$ cat config.mk
export PLATFORM = sky130hd
export DESIGN_NAME = wrm_fifo
export DESIGN_NICKNAME = d
export VERILOG_FILES = /design/src/design/windowed_rms_peak_clip_meter_top_macros.svh /design/src/design/wrm_pkg.sv /design/src/design/wrm_fifo.sv
export SDC_FILE = /design/constraint.sdc
export NUM_CORES = 1
export LEC_CHECK = 0
export BUFFER_PORTS_ARGS = -buffer_cell sky130_fd_sc_hd__buf_2
export CAP_MARGIN = 20
export CORE_AREA = 2 2 72 74
export CTS_BUF_LIST = sky130_fd_sc_hd__clkbuf_8
export DETAILED_ROUTE_END_ITERATION = 8
export DIE_AREA = 0 0 74 76
export GPL_ROUTABILITY_DRIVEN = 0
export PLACE_DENSITY_LB_ADDON = 0.08
export SLEW_MARGIN = 15
export SYNTH_ARGS = -nofsm -noshare
export SYNTH_HDL_FRONTEND = slang
export SYNTH_SLANG_ARGS = --single-unit
$ cat constraint.sdc
create_clock -name clk -period 2.9 [get_ports clk]
set_input_delay 0.58 -clock clk [delete_from_list [all_inputs] [get_ports clk]]
set_output_delay 0.58 -clock clk [all_outputs]
set_load 0.05 [all_outputs]
$ cat src/design/windowed_rms_peak_clip_meter_top_macros.svh
// Assertion macros used by the meter back end (wrm_back).
`ifndef WINDOWED_RMS_PEAK_CLIP_METER_TOP_MACROS_SVH
`define WINDOWED_RMS_PEAK_CLIP_METER_TOP_MACROS_SVH
`ifndef NO_ASSERTIONS
`define WRM_ASSERT(label, prop, msg) \
  label: assert property (@(posedge clk) disable iff (!rst_n) (prop)) else $error(msg);
`define WRM_IMPLY(label, ante, cons, msg) \
  label: assert property (@(posedge clk) disable iff (!rst_n) (ante) |-> (cons)) else $error(msg);
`else
`define WRM_ASSERT(label, prop, msg)
`define WRM_IMPLY(label, ante, cons, msg)
`endif
`endif

$ cat src/design/wrm_pkg.sv
package wrm_pkg;

  localparam int CHANNELS     = 8;
  localparam int CH_W         = 3;
  localparam int MAX_WINDOW   = 4096;
  localparam int POS_W        = 12;
  localparam int WIN_W        = 13;
  localparam int SAMPLE_BITS  = 24;
  localparam int SQ_W         = 48;
  localparam int SUM_W        = 60;
  localparam int RING_DEPTH   = CHANNELS * MAX_WINDOW;
  localparam int SQRT_STEPS   = 30;
  localparam int CNT_W        = 6;
  localparam int FIFO_DEPTH   = 2;

  localparam logic [WIN_W-1:0]       WINDOW_RESET = WIN_W'(2400);
  localparam logic [WIN_W-1:0]       WINDOW_MAX   = WIN_W'(MAX_WINDOW);
  localparam logic [SAMPLE_BITS-1:0] UNITY        = SAMPLE_BITS'(1) << (SAMPLE_BITS - 3);
  localparam logic [SUM_W-1:0]       SQRT_BIT0    = SUM_W'(1) << (2 * (SQRT_STEPS - 1));

  localparam logic MODE_PUSH = 1'b0;
  localparam logic MODE_READ = 1'b1;

  typedef struct packed {
    logic                          mode;
    logic [CH_W-1:0]               channel;
    logic signed [SAMPLE_BITS-1:0] sample;
  } wrm_in_t;

  typedef struct packed {
    logic [CH_W-1:0]        out_channel;
    logic [SAMPLE_BITS-1:0] peak_level;
    logic [SAMPLE_BITS-1:0] rms_level;
    logic                   clip_seen;
  } wrm_out_t;

  // Classified item handed from the front to the back.
  typedef struct packed {
    logic                   mode;
    logic [CH_W-1:0]        channel;
    logic [SAMPLE_BITS-1:0] mag;
  } wrm_cmd_t;

  typedef enum logic [2:0] {
    S_IDLE,
    S_PRD,
    S_PSUB,
    S_PADD,
    S_DIV,
    S_SQRT,
    S_OUT
  } wrm_state_t;

endpackage

$ cat src/design/wrm_fifo.sv
module wrm_fifo (
  input  logic              clk,
  input  logic              rst_n,
  input  wrm_pkg::wrm_cmd_t wr_data_i,
  input  logic              push_i,
  output logic              full_o,
  output wrm_pkg::wrm_cmd_t rd_data_o,
  output logic              valid_o,
  input  logic              pop_i
);
  import wrm_pkg::*;

  wrm_cmd_t   mem_r [0:FIFO_DEPTH-1];
  logic       wptr_r;
  logic       rptr_r;
  logic [1:0] count_r;

  assign full_o    = (count_r == 2'(FIFO_DEPTH));
  assign valid_o   = (count_r != 2'd0);
  assign rd_data_o = mem_r[rptr_r];

  // Pointers and occupancy.
  always_ff @(posedge clk) begin
    if (!rst_n) begin
      wptr_r  <= 1'b0;
      rptr_r  <= 1'b0;
      count_r <= 2'd0;
    end else begin
      if (push_i) wptr_r <= ~wptr_r;
      if (pop_i)  rptr_r <= ~rptr_r;
      count_r <= count_r + 2'(push_i) - 2'(pop_i);
    end
  end

  // Entry storage.
  always_ff @(posedge clk) begin
    if (push_i) mem_r[wptr_r] <= wr_data_i;
  end

endmodule

== Word-level counts from Yosys, hierarchy flattened ==
Memory sizes are Yosys's and may differ from the RTL's. A register that Yosys moved wholly into a read port is not among the register bits.
Index checks and enable logic that the tools add are counted.

* Add/sub/neg operators: 2
* $mul: 0
* Divide/modulo/power cells: 0
* $lt $le $gt $ge: 0
* Equality and inequality tests: 1
* Shift-type cells: 0
* Muxes and demuxes: 4
* Bitwise logic cells: 2
* Reduce and logical (&&, ||, !) cells: 1

{| class="wikitable"
|+ Operators by type and width
! kind !! number
|-
| $mux 1 || 4
|-
| $add 2x1->2 || 1
|-
| $eq 2x2->1 const B || 1
|-
| $not 1->1 || 2
|-
| $reduce_bool 2->1 || 1
|-
| $sub 2x1->2 || 1
|}

* Bits in registers: 4
* Latch bits: 0
* Memory bits (writable): 56
* ROM bits: 0
* Bits of input ports: 32
* Logic and storage cells: 14
* Memories kept: 1

{| class="wikitable"
|+ Memories
! name !! depth !! bits a word !! rd ports !! clocked after memory_dff !! wr ports !! line !! source
|-
| mem_r || 2 || 28 || 1 || 1 || 1 || wrm_fifo.sv:13 || <nowiki>wrm_cmd_t mem_r [0:FIFO_DEPTH-1];</nowiki>
|}

== Longest topological paths before layout ==
* Word-level depth: 3
* Gate-level depth with buffers: 6
* Gate-level depth less buffers: 6

== Least setup slack after synthesis ==
No wires, ideal clock.

* Path kind: in2reg
* From: input push_i
* To: memory mem_r[0][0] in the netlist's numbering (enable)
* Data arrival time: 1,888 ps
* Setup slack: 595 ps
* Stages: 1
* Buffers on the path: 0
* Cell sequence: nor2b_1

* Cells in the longest elaborated chain, start to end: 2

{| class="wikitable"
|+ RTL lines
! item !! line !! source
|-
| start: declaration || wrm_fifo.sv:5 || <nowiki>input logic push_i,</nowiki>
|-
| $mux 1 || wrm_fifo.sv:37 || <nowiki>if (push_i) mem_r[wptr_r] <= wr_data_i;</nowiki>
|-
| $mux 1 (not written as such) || wrm_fifo.sv:37 ||
|-
| end: declaration || wrm_fifo.sv:13 ||
|}

Every way passes these cells.

==> metrics.cfg <==
[logic_synthesis]
syn-num-nets = 142
seq_area_frac_synth_pct = 75.78
synth-seq-cells = 61
synth_top_family_by_area = multiplexers
yosys.area_share.simple_pct = 2.395
ys.flop_type = edfxtp_1
synth_top_cell_by_area = edfxtp_1
yosysMostFrequentCell = edfxtp_1
synth-xor-area-share_pct = 1.330
synth_area_per_cell_um2 = 21.77
synth_common_cells = edfxtp_1 (56), mux2_4 (20), mux2_2 (8), dfxtp_1 (5)
syn-instance-count = 108
yosysTopAreaCellShare_pct = 71.53
synth_compound_gate_area_share_pct = 0.3193
yosysWarningCount = 0
syn_area_um2 = 2351
synth_area_leaders = edfxtp_1 (72%), mux2_4 (13%), dfxtp_1 (4.3%), mux2_2 (3.8%), buf_12 (1.7%)
async_reset_ff_share_pct = 0
ys_types = 14
synth_edf_count = 56
synthAdderAreaFrac_pct = 1.064
synth_mux_area_share_pct = 16.60

[route]
detail-route-antenna-nets = 0
vias_per_cell = 4.525
drt-total-wl_um = 3608
dr.pass1.iters = 4
drc_errors = 0
wl_per_cell_um = 14.15
vias = 1154
first_iter_violations = 69

[timing]
finalSetupViolations = 0
layout_min_cycle_time_ns = 2.269
setup_slack_ns = 0.6311
final_min_period_over_clock_period_pct = 78.24
rsz0062_at_grt = no
finalMaxSlewViolations = 0
hold_slack_ns = 0.4308
timing.fmax_ghz = 0.4407
finalSetupTns_ns = 0
relSlewSlack_pct = 54.75
skew_ns = 0.005254
hold_violations = 0
worstMarginPinSlew_ns = 0.6787

[setup_path]
r2r_end = mem_r[1][16]
cp_max_fo = 15
worst_setup_path_end_kind = output pin
path_cells = buf_12, mux2_4, buf_2
crit_family = flip-flops
arrival_ns = 1.69
worst_path_max_delay_cell = dfxtp_2
startpoint_type = flip-flop
ff2ff_path_depth = 2
path_depth = 3
critPathKind = reg -> out
critPathBufInv = 2
ff2ff_setup_slack_ns = 1.44
max_stage_delay_ns = 0.59
cp.required_ns = 2.32
r2r-start = wptr_r

[cells_and_area]
final_cell_area_um2 = 2933
layout-drive-gt1-share_pct = 58.38
fin_util_pct = 59.70
final_nets = 214
synthToLayoutAreaGrowth_pct = 24.75
diodes = 0

[floorplanning]
die_w_um = 74
pin_count = 62
fp.coreArea_um2 = 4912
design.die.area_um2 = 5624
fp-row-count = 26
die_height_um = 76
initial_utilization_pct = 47.86

[global_routing]
grt_use_total_pct = 13.74
grt_pass1_vias = 1172
antenna_found_initial = 0
grt_overflow = 0
grt_max_degree = 30
grt_pass1_wl_um = 5375

[placement]
dpl_cell_area_um2 = 2744
pre_cts_slack_ns = 0.9698
dp_hpwl_um = 2418
portBuffers = 61

[clock_network]
clk_pin_slew_ns = 0.07
cts_buffers = 9
ctsResizeCount = 0
cts_tree = done
cts_hold_buf = 0
insertion_delay_ns = 0.34
clk_path_buf_depth = 2
postCtsSetupBuffers = 0
clock-sinks = 61
cts_root_buffer = clkbuf_8
cts_max_level = 3

[power_and_ir_drop]
leakage_nw = 1.168
ir_worst_vdd_v = 0.0004070
p_per_area_nw_per_um2 = 728.4

[hold_path]
hold_end = mem_r[1][6]
holdPathStages = 1
min_from = wr_data_i[6]
min_path_type = in -> reg

[run_status]
status = finished clean

[flow_run]
maxCapViolCount = 0

[routing by layer]
metal | share of wire (%) | track usage [%] | wire length (um) | vias to the layer above
li1 | - | - | - | 560
met1 | 39 | 14.46 | 1390 | 542
met2 | 52 | 21.96 | 1886 | 43
met3 | 6.0 | 4.762 | 216 | 9
met4 | 3.2 | 10.36 | 114 | 0
met5 | 0 | 0 | 0 | -
[stage by stage]
step	cells	power (mW)
detailed placement	239	1.451
finish	255	2.136
global placement	239	1.441
floorplan	108	1.369
global route	255	2.222
CTS	255	2.162
[layout make-up]
| type | count | area [um^2] |
|---|---|---|
| fill | 374 | 1979 |
| sequential | 61 | 1783 |
| multi-input combinational | 42 | 513.0 |
| timing repair buffer | 64 | 352.8 |
| clock buffer | 9 | 123.9 |
| tap | 70 | 87.58 |
| clock inverter | 7 | 65.06 |
| inverter | 2 | 7.507 |
[cells in the final DEF (no fill, tap or decap)]
master      instances
inv_1               2
ha_1                2
nor2b_1             3
and2_1              4
o21a_1              1
clkinv_1            3
mux2_2              8
inv_6               1
xnor3_1             1
or2_2               1
buf_4               1
xor2_1              1
clkbuf_8            9
mux2_4             20
clkinvlp_4          2
nor2b_2             1
edfxtp_1           56
bufinv_16           1
dfxtp_2             1
buf_2              61
dfxtp_1             4
buf_12              2
[worst max-delay path by stage]
| stage | startpoint | to | slack (ns) |
|---|---|---|---|
| finish | flip-flop | rd_data_o[11] | 0.63 |
| floorplan | push_i | mem_r[0][0] | 0.59 |
| global route | flip-flop | rd_data_o[11] | 0.57 |
| CTS | flip-flop | rd_data_o[11] | 0.60 |
| global placement | flip-flop | rd_data_o[11] | 1.01 |
| detailed placement | flip-flop | rd_data_o[11] | 0.97 |
[where the power goes]
group | leakage (nW) | switching [mW] | internal [mW]
combinational | 0.512 | 0.249 | 0.138
clock | 0.0884 | 0.319 | 0.390
sequential | 0.567 | 0.0243 | 1.02
total | 1.17 | 0.592 | 1.54
[state kept, by name, indices dropped and copies added (netlist names), named ones only]
signal	flops
mem_r	56
count_r	2
rptr_r	1
wptr_r	1
[cells by family after synthesis]
family / after synthesis
flops: 61
buf+inv: 5
xor+xnor: 2
compound gates: 1
fa+ha+maj: 2
simple gates: 9
mux: 28
Note: power is estimated with default switching activity, not from simulation.
