`src/design/windowed_rms_peak_clip_meter_top_macros.svh`:
```
// Assertion macros used by the meter back end (wrm_back).
`ifndef WINDOWED_RMS_PEAK_CLIP_METER_TOP_MACROS_SVH
`define WINDOWED_RMS_PEAK_CLIP_METER_TOP_MACROS_SVH
`ifndef NO_ASSERTIONS
`define WRM_ASSERT(label, prop, msg) \
  label: assert property (@(posedge clk) disable iff (!rst_n) (prop)) else $error(msg);
`define WRM_IMPLY(label, ante, cons, msg) \
  label: assert property (@(posedge clk) disable iff (!rst_n) (ante) |-> (cons)) else $error(msg);
`else
`define WRM_ASSERT(label, prop, msg)
`define WRM_IMPLY(label, ante, cons, msg)
`endif
`endif

```
`src/design/wrm_pkg.sv`:
```
package wrm_pkg;

  localparam int CHANNELS     = 8;
  localparam int CH_W         = 3;
  localparam int MAX_WINDOW   = 4096;
  localparam int POS_W        = 12;
  localparam int WIN_W        = 13;
  localparam int SAMPLE_BITS  = 24;
  localparam int SQ_W         = 48;
  localparam int SUM_W        = 60;
  localparam int RING_DEPTH   = CHANNELS * MAX_WINDOW;
  localparam int SQRT_STEPS   = 30;
  localparam int CNT_W        = 6;
  localparam int FIFO_DEPTH   = 2;

  localparam logic [WIN_W-1:0]       WINDOW_RESET = WIN_W'(2400);
  localparam logic [WIN_W-1:0]       WINDOW_MAX   = WIN_W'(MAX_WINDOW);
  localparam logic [SAMPLE_BITS-1:0] UNITY        = SAMPLE_BITS'(1) << (SAMPLE_BITS - 3);
  localparam logic [SUM_W-1:0]       SQRT_BIT0    = SUM_W'(1) << (2 * (SQRT_STEPS - 1));

  localparam logic MODE_PUSH = 1'b0;
  localparam logic MODE_READ = 1'b1;

  typedef struct packed {
    logic                          mode;
    logic [CH_W-1:0]               channel;
    logic signed [SAMPLE_BITS-1:0] sample;
  } wrm_in_t;

  typedef struct packed {
    logic [CH_W-1:0]        out_channel;
    logic [SAMPLE_BITS-1:0] peak_level;
    logic [SAMPLE_BITS-1:0] rms_level;
    logic                   clip_seen;
  } wrm_out_t;

  // Classified item handed from the front to the back.
  typedef struct packed {
    logic                   mode;
    logic [CH_W-1:0]        channel;
    logic [SAMPLE_BITS-1:0] mag;
  } wrm_cmd_t;

  typedef enum logic [2:0] {
    S_IDLE,
    S_PRD,
    S_PSUB,
    S_PADD,
    S_DIV,
    S_SQRT,
    S_OUT
  } wrm_state_t;

endpackage

```
`src/design/wrm_front.sv`:
```
module wrm_front (
  input  wrm_pkg::wrm_in_t  in_data_i,
  input  logic              in_valid_i,
  output logic              in_ready_o,
  input  logic              q_full_i,
  output wrm_pkg::wrm_cmd_t cmd_o,
  output logic              cmd_push_o
);
  import wrm_pkg::*;

  logic [SAMPLE_BITS-1:0] raw;

  // Take an item whenever the queue has room.
  assign in_ready_o = !q_full_i;
  assign cmd_push_o = in_valid_i && !q_full_i;

  // Magnitude of the sample; the most negative value maps to 2^(N-1).
  assign raw = in_data_i.sample;
  always_comb begin
    cmd_o.mode    = in_data_i.mode;
    cmd_o.channel = in_data_i.channel;
    cmd_o.mag     = raw[SAMPLE_BITS-1] ? (~raw + SAMPLE_BITS'(1)) : raw;
  end

endmodule

```
`config.mk`:
```
export PLATFORM = sky130hd
export DESIGN_NAME = wrm_front
export DESIGN_NICKNAME = d
export VERILOG_FILES = /design/src/design/windowed_rms_peak_clip_meter_top_macros.svh /design/src/design/wrm_pkg.sv /design/src/design/wrm_front.sv
export SDC_FILE = /design/constraint.sdc
export NUM_CORES = 1
export LEC_CHECK = 0
export BUFFER_PORTS_ARGS = -buffer_cell sky130_fd_sc_hd__buf_2
export CAP_MARGIN = 20
export CORE_MARGIN = 2
export CORE_UTILIZATION = 38
export DETAILED_ROUTE_END_ITERATION = 16
export PLACE_DENSITY_LB_ADDON = 0.2
export SETUP_SLACK_MARGIN = 0.4
export SYNTH_ARGS = -nofsm -noshare
export SYNTH_HDL_FRONTEND = slang
export SYNTH_SLANG_ARGS = --single-unit
```
`constraint.sdc`:
```
create_clock -name vclk -period 4.9
set_clock_uncertainty 0.05 [all_clocks]
set_input_delay 1.47 -clock vclk [all_inputs]
set_output_delay 1.47 -clock vclk [all_outputs]
set_load 0.03 [all_outputs]
```
# Word level (Yosys, flattened, before mapping)
# Cells that the tools add are included.
# totals
ff_bits	0
out_inout_bits	30
word_cells	5
# op_classes
n_addsub	1
n_mux	1
bitwise	1
n_reduce_logical	2
# ops
operator	n
adder 24 x 1 -> 24 bit, second input constant	1
two-way mux 24 bit	1
inverter 24 bit	1
logical AND 1 bit	1
zero test 1 bit	1

# Logic depth before layout (Yosys ltp)
# logic_depth
ltp_word	3
mapped_depth	6
depth_no_buf	6

# Worst setup path after synthesis
# Ideal clock, no wire load.
# synth_path
path_type	input -> output
start	input port in_data_i[16] (netlist name)
end	output port cmd_o[23] (netlist name)
arrival_ns	3.407
required_time_ns	3.380
path_slack_ns	-0.027
stages	3
path_buffers	0
path_cell_list	or4_4 or4_4 nor4_1
# synth_lines
item	line	text
from (decl)	wrm_front.sv:2	input wrm_pkg::wrm_in_t in_data_i,
to (decl)	wrm_front.sv:6	output wrm_pkg::wrm_cmd_t cmd_o,

==> results.rst <==
.. list-table::
   :header-rows: 1

   * - Metric
     - Value
   * - Crit Path Max Fanout
     - 5
   * - Power density cells
     - 131 nW/um^2
   * - Drt pass-1 iters
     - 4
   * - First-pass GRT wire length
     - 2010 um
   * - Maximum VDD drop
     - 0.0000903 V
   * - Final wirelength
     - ~1500 um
   * - Critical path type
     - in2out
   * - Detailed-route via count
     - 711
   * - Total standard cell area after synthesis
     - between 500 and 600 sq um
   * - Area grow syn2layout
     - 74.1%
   * - Layout cells sized above 1
     - 0.581
   * - CP Data Arrival Time
     - ~3.0 ns
   * - Leading post-synthesis cells by cell area
     - sky130_fd_sc_hd__xnor2_1 (34%), sky130_fd_sc_hd__o41ai_1 (8.4%), sky130_fd_sc_hd__buf_4 (7.2%), sky130_fd_sc_hd__o31ai_1 (7.2%), sky130_fd_sc_hd__o21ai_0 (5.8%)
   * - Hold slack final
     - approximately 2.9 ns
   * - Layout Cells excl Fill
     - 139
   * - Clock Buffer Count
     - 0
   * - Number of fill cells in the layout
     - 111
   * - Achievable clock frequency
     - 0.221 GHz
   * - Leakage dissipation
     - a little under 0.4 nW
   * - Number of antenna cells inserted
     - 0
   * - Core region area
     - ~1300 sq um
   * - Count of cell types in the netlist
     - 22
   * - Outcome
     - finished clean
   * - Final worst-path setup slack
     - roughly 0.37 ns
   * - Post-detailed-route count of antenna-violating nets
     - 0
   * - # placed instances
     - around 130
   * - Worst setup path startpoint
     - in_data_i[15]
   * - Routed wirelength normalized by instance count
     - approximately 11 um
   * - Final setup violation count
     - 0
   * - GPL Wtd Cong
     - slightly below 0.8
   * - Combined global-route utilization of all metal layers
     - 0.167
   * - Cell type with the largest total area after synthesis
     - sky130_fd_sc_hd__xnor2_1
   * - Critical Path Sink
     - cmd_o[22]
   * - Unrepaired setup endpoints after global routing
     - yes
   * - Starting Density
     - 0.406
   * - Post-Synthesis Mean Instance Area
     - between 7 and 8 sq um
   * - TNS Setup
     - 0 ns
   * - Via count of the first global-routing pass
     - 515
   * - Number of hold buffers added after CTS
     - 0
   * - DIE WIDTH
     - between 40 and 50 um
   * - Area fraction of the dominant cell type after synthesis
     - 0.336
   * - Port Buf Inserts
     - 52
   * - Net count after synthesis
     - 104
   * - Gate count after technology mapping
     - 73
   * - Number of top-level design ports
     - 60
   * - Die Outline Area
     - roughly 1700 sq um
   * - Cell area reported after detailed placement
     - about 780 sq um
   * - Fraction of the yosys area taken by sequential cells
     - 0
   * - Final instance area
     - about 910 sq um
   * - Number of DRC violations after detailed routing
     - 0
   * - Via-per-instance ratio
     - a little over 5
   * - Post-layout min period
     - roughly 4.5 ns
   * - Number of DRC markers after the initial detailed-route iteration
     - 7
   * - Crit. End Element
     - primary output
   * - Initial antenna violation count
     - 0
   * - CP required
     - ~3.4 ns
   * - Number of max-cap violations
     - 0
   * - Die Height
     - slightly above 40 um
   * - Slew of the pin with the lowest slew margin
     - about 0.41 ns
   * - Area taken by flip-flops and latches
     - 0 sq um
   * - Std cell rows
     - 13
   * - Remaining Overflow, GRT
     - 0
   * - Largest net degree at the start of global routing
     - 24
   * - Final-report max-slew violation count
     - 0
   * - Sequential cells
     - 0
   * - Total area of multi-input combinational cells
     - between 500 and 600 sq um
   * - Number of nets in the layout
     - about 160
   * - YS warnings
     - 0
   * - Worst relative slew slack
     - 0.724
   * - HPWL after detailed placement
     - approximately 1200 um
   * - Final hold violation count
     - 0
   * - Min-Delay Path Class
     - in2out
   * - Startpoint type of the worst setup path
     - input pin
   * - Share of the cycle needed by the critical path after routing
     - 0.924
   * - Placement Setup Slack
     - between 0.2 and 0.3 ns
-- kinds of logic (layout without fill, tap and decap cells) --
group | count (synthesis) | after routing | share of synthesized area
AOI/OAI and AO/OA | 18 | 18 | 0.240
and+or+nand+nor | 22 | 22 | 0.269
xor gates and xnor gates | 21 | 21 | 0.353
adders and majority gates | 1 | 1 | 0.0240
buffers and inverters | 11 | 62 | 0.115
-- cell type report --
type | count | share of cell area
multi-input cells | 62 | 0.598
well taps | 15 | 0.0207
repair buffers | 58 | 0.365
inverters | 4 | 0.0165
-- stage by stage --
stage	total power [mW]	util
floorplan	0.0787	-
global placement	0.110	0.606
detailed placement	0.111	0.606
CTS	0.115	0.660
global route	0.128	0.707
finish	0.119	0.707
-- worst min path at each step --
stage	startpoint	end	slack, ns	cells after the start
final	in_data_i[24]	cmd_o[24]	2.89	0
after CTS	in_data_i[27]	cmd_o[27]	2.89	0
after global routing	in_data_i[26]	cmd_o[26]	2.89	0
after global placement	in_data_i[27]	cmd_o[27]	2.89	0
after detailed placement	in_data_i[27]	cmd_o[27]	2.89	0
after floorplan	in_data_i[22]	cmd_o[23]	2.94	1
-- cell usage after synthesis --
cell / instances
sky130_fd_sc_hd__buf_4: 5
sky130_fd_sc_hd__nor3_1: 2
sky130_fd_sc_hd__ha_1: 1
sky130_fd_sc_hd__o21ai_0: 6
sky130_fd_sc_hd__xnor2_1: 20
sky130_fd_sc_hd__o21ai_2: 1
sky130_fd_sc_hd__inv_1: 4
sky130_fd_sc_hd__nor4_1: 4
sky130_fd_sc_hd__or3_1: 1
sky130_fd_sc_hd__nand4_1: 2
sky130_fd_sc_hd__o41ai_1: 5
sky130_fd_sc_hd__xor2_1: 1
sky130_fd_sc_hd__nand2b_1: 2
sky130_fd_sc_hd__a21oi_1: 1
sky130_fd_sc_hd__clkbuf_1: 2
sky130_fd_sc_hd__nor3b_1: 1
sky130_fd_sc_hd__or4_4: 2
sky130_fd_sc_hd__nor2b_1: 1
sky130_fd_sc_hd__or4_1: 1
sky130_fd_sc_hd__o31ai_1: 5
sky130_fd_sc_hd__nand3b_1: 2
sky130_fd_sc_hd__nand2_1: 4
-- layout by cell type (no fill, tap or decap), drive strengths merged --
cell type	count
a21oi	1
or3	1
buf	58
xor2	1
nand4	2
inv	4
o41ai	5
nand2b	2
nor2b	1
nor3	2
nor4	4
nor3b	1
o31ai	5
o21ai	7
or4	3
xnor2	20
nand2	4
nand3b	2
ha	1
-- layer usage --
metal  share of wire  global-route usage  routed length, um
met1            0.40               0.203                610
met2            0.52               0.328                792
met3           0.074                   0                112
met4               0              0.0167                  0
met5               0                   0                  0
-- worst max-delay path, cell delays in order --
cell and delay, ns:
sky130_fd_sc_hd__buf_2 0.13, sky130_fd_sc_hd__or4_4 0.49, sky130_fd_sc_hd__or4_4 0.46, sky130_fd_sc_hd__o21ai_2 0.14, sky130_fd_sc_hd__xnor2_1 0.13, sky130_fd_sc_hd__buf_4 0.18
-- power breakdown --
part | switching, mW | leakage [nW] | total, mW | internal [mW]
clock | 0 | 0 | 0 | 0
combinational | 0.0759 | 0.397 | 0.119 | 0.0429
sequential | 0 | 0 | 0 | 0
-- repair_timing --
item / in CTS / in global routing
buffers inserted: 3 / 2
pin swaps: 1 / 1
resized for setup: 10 / 11
cloned: 0 / 0
setup endpoints to repair: 6 / 12
(Power assumes the default switching activity.)
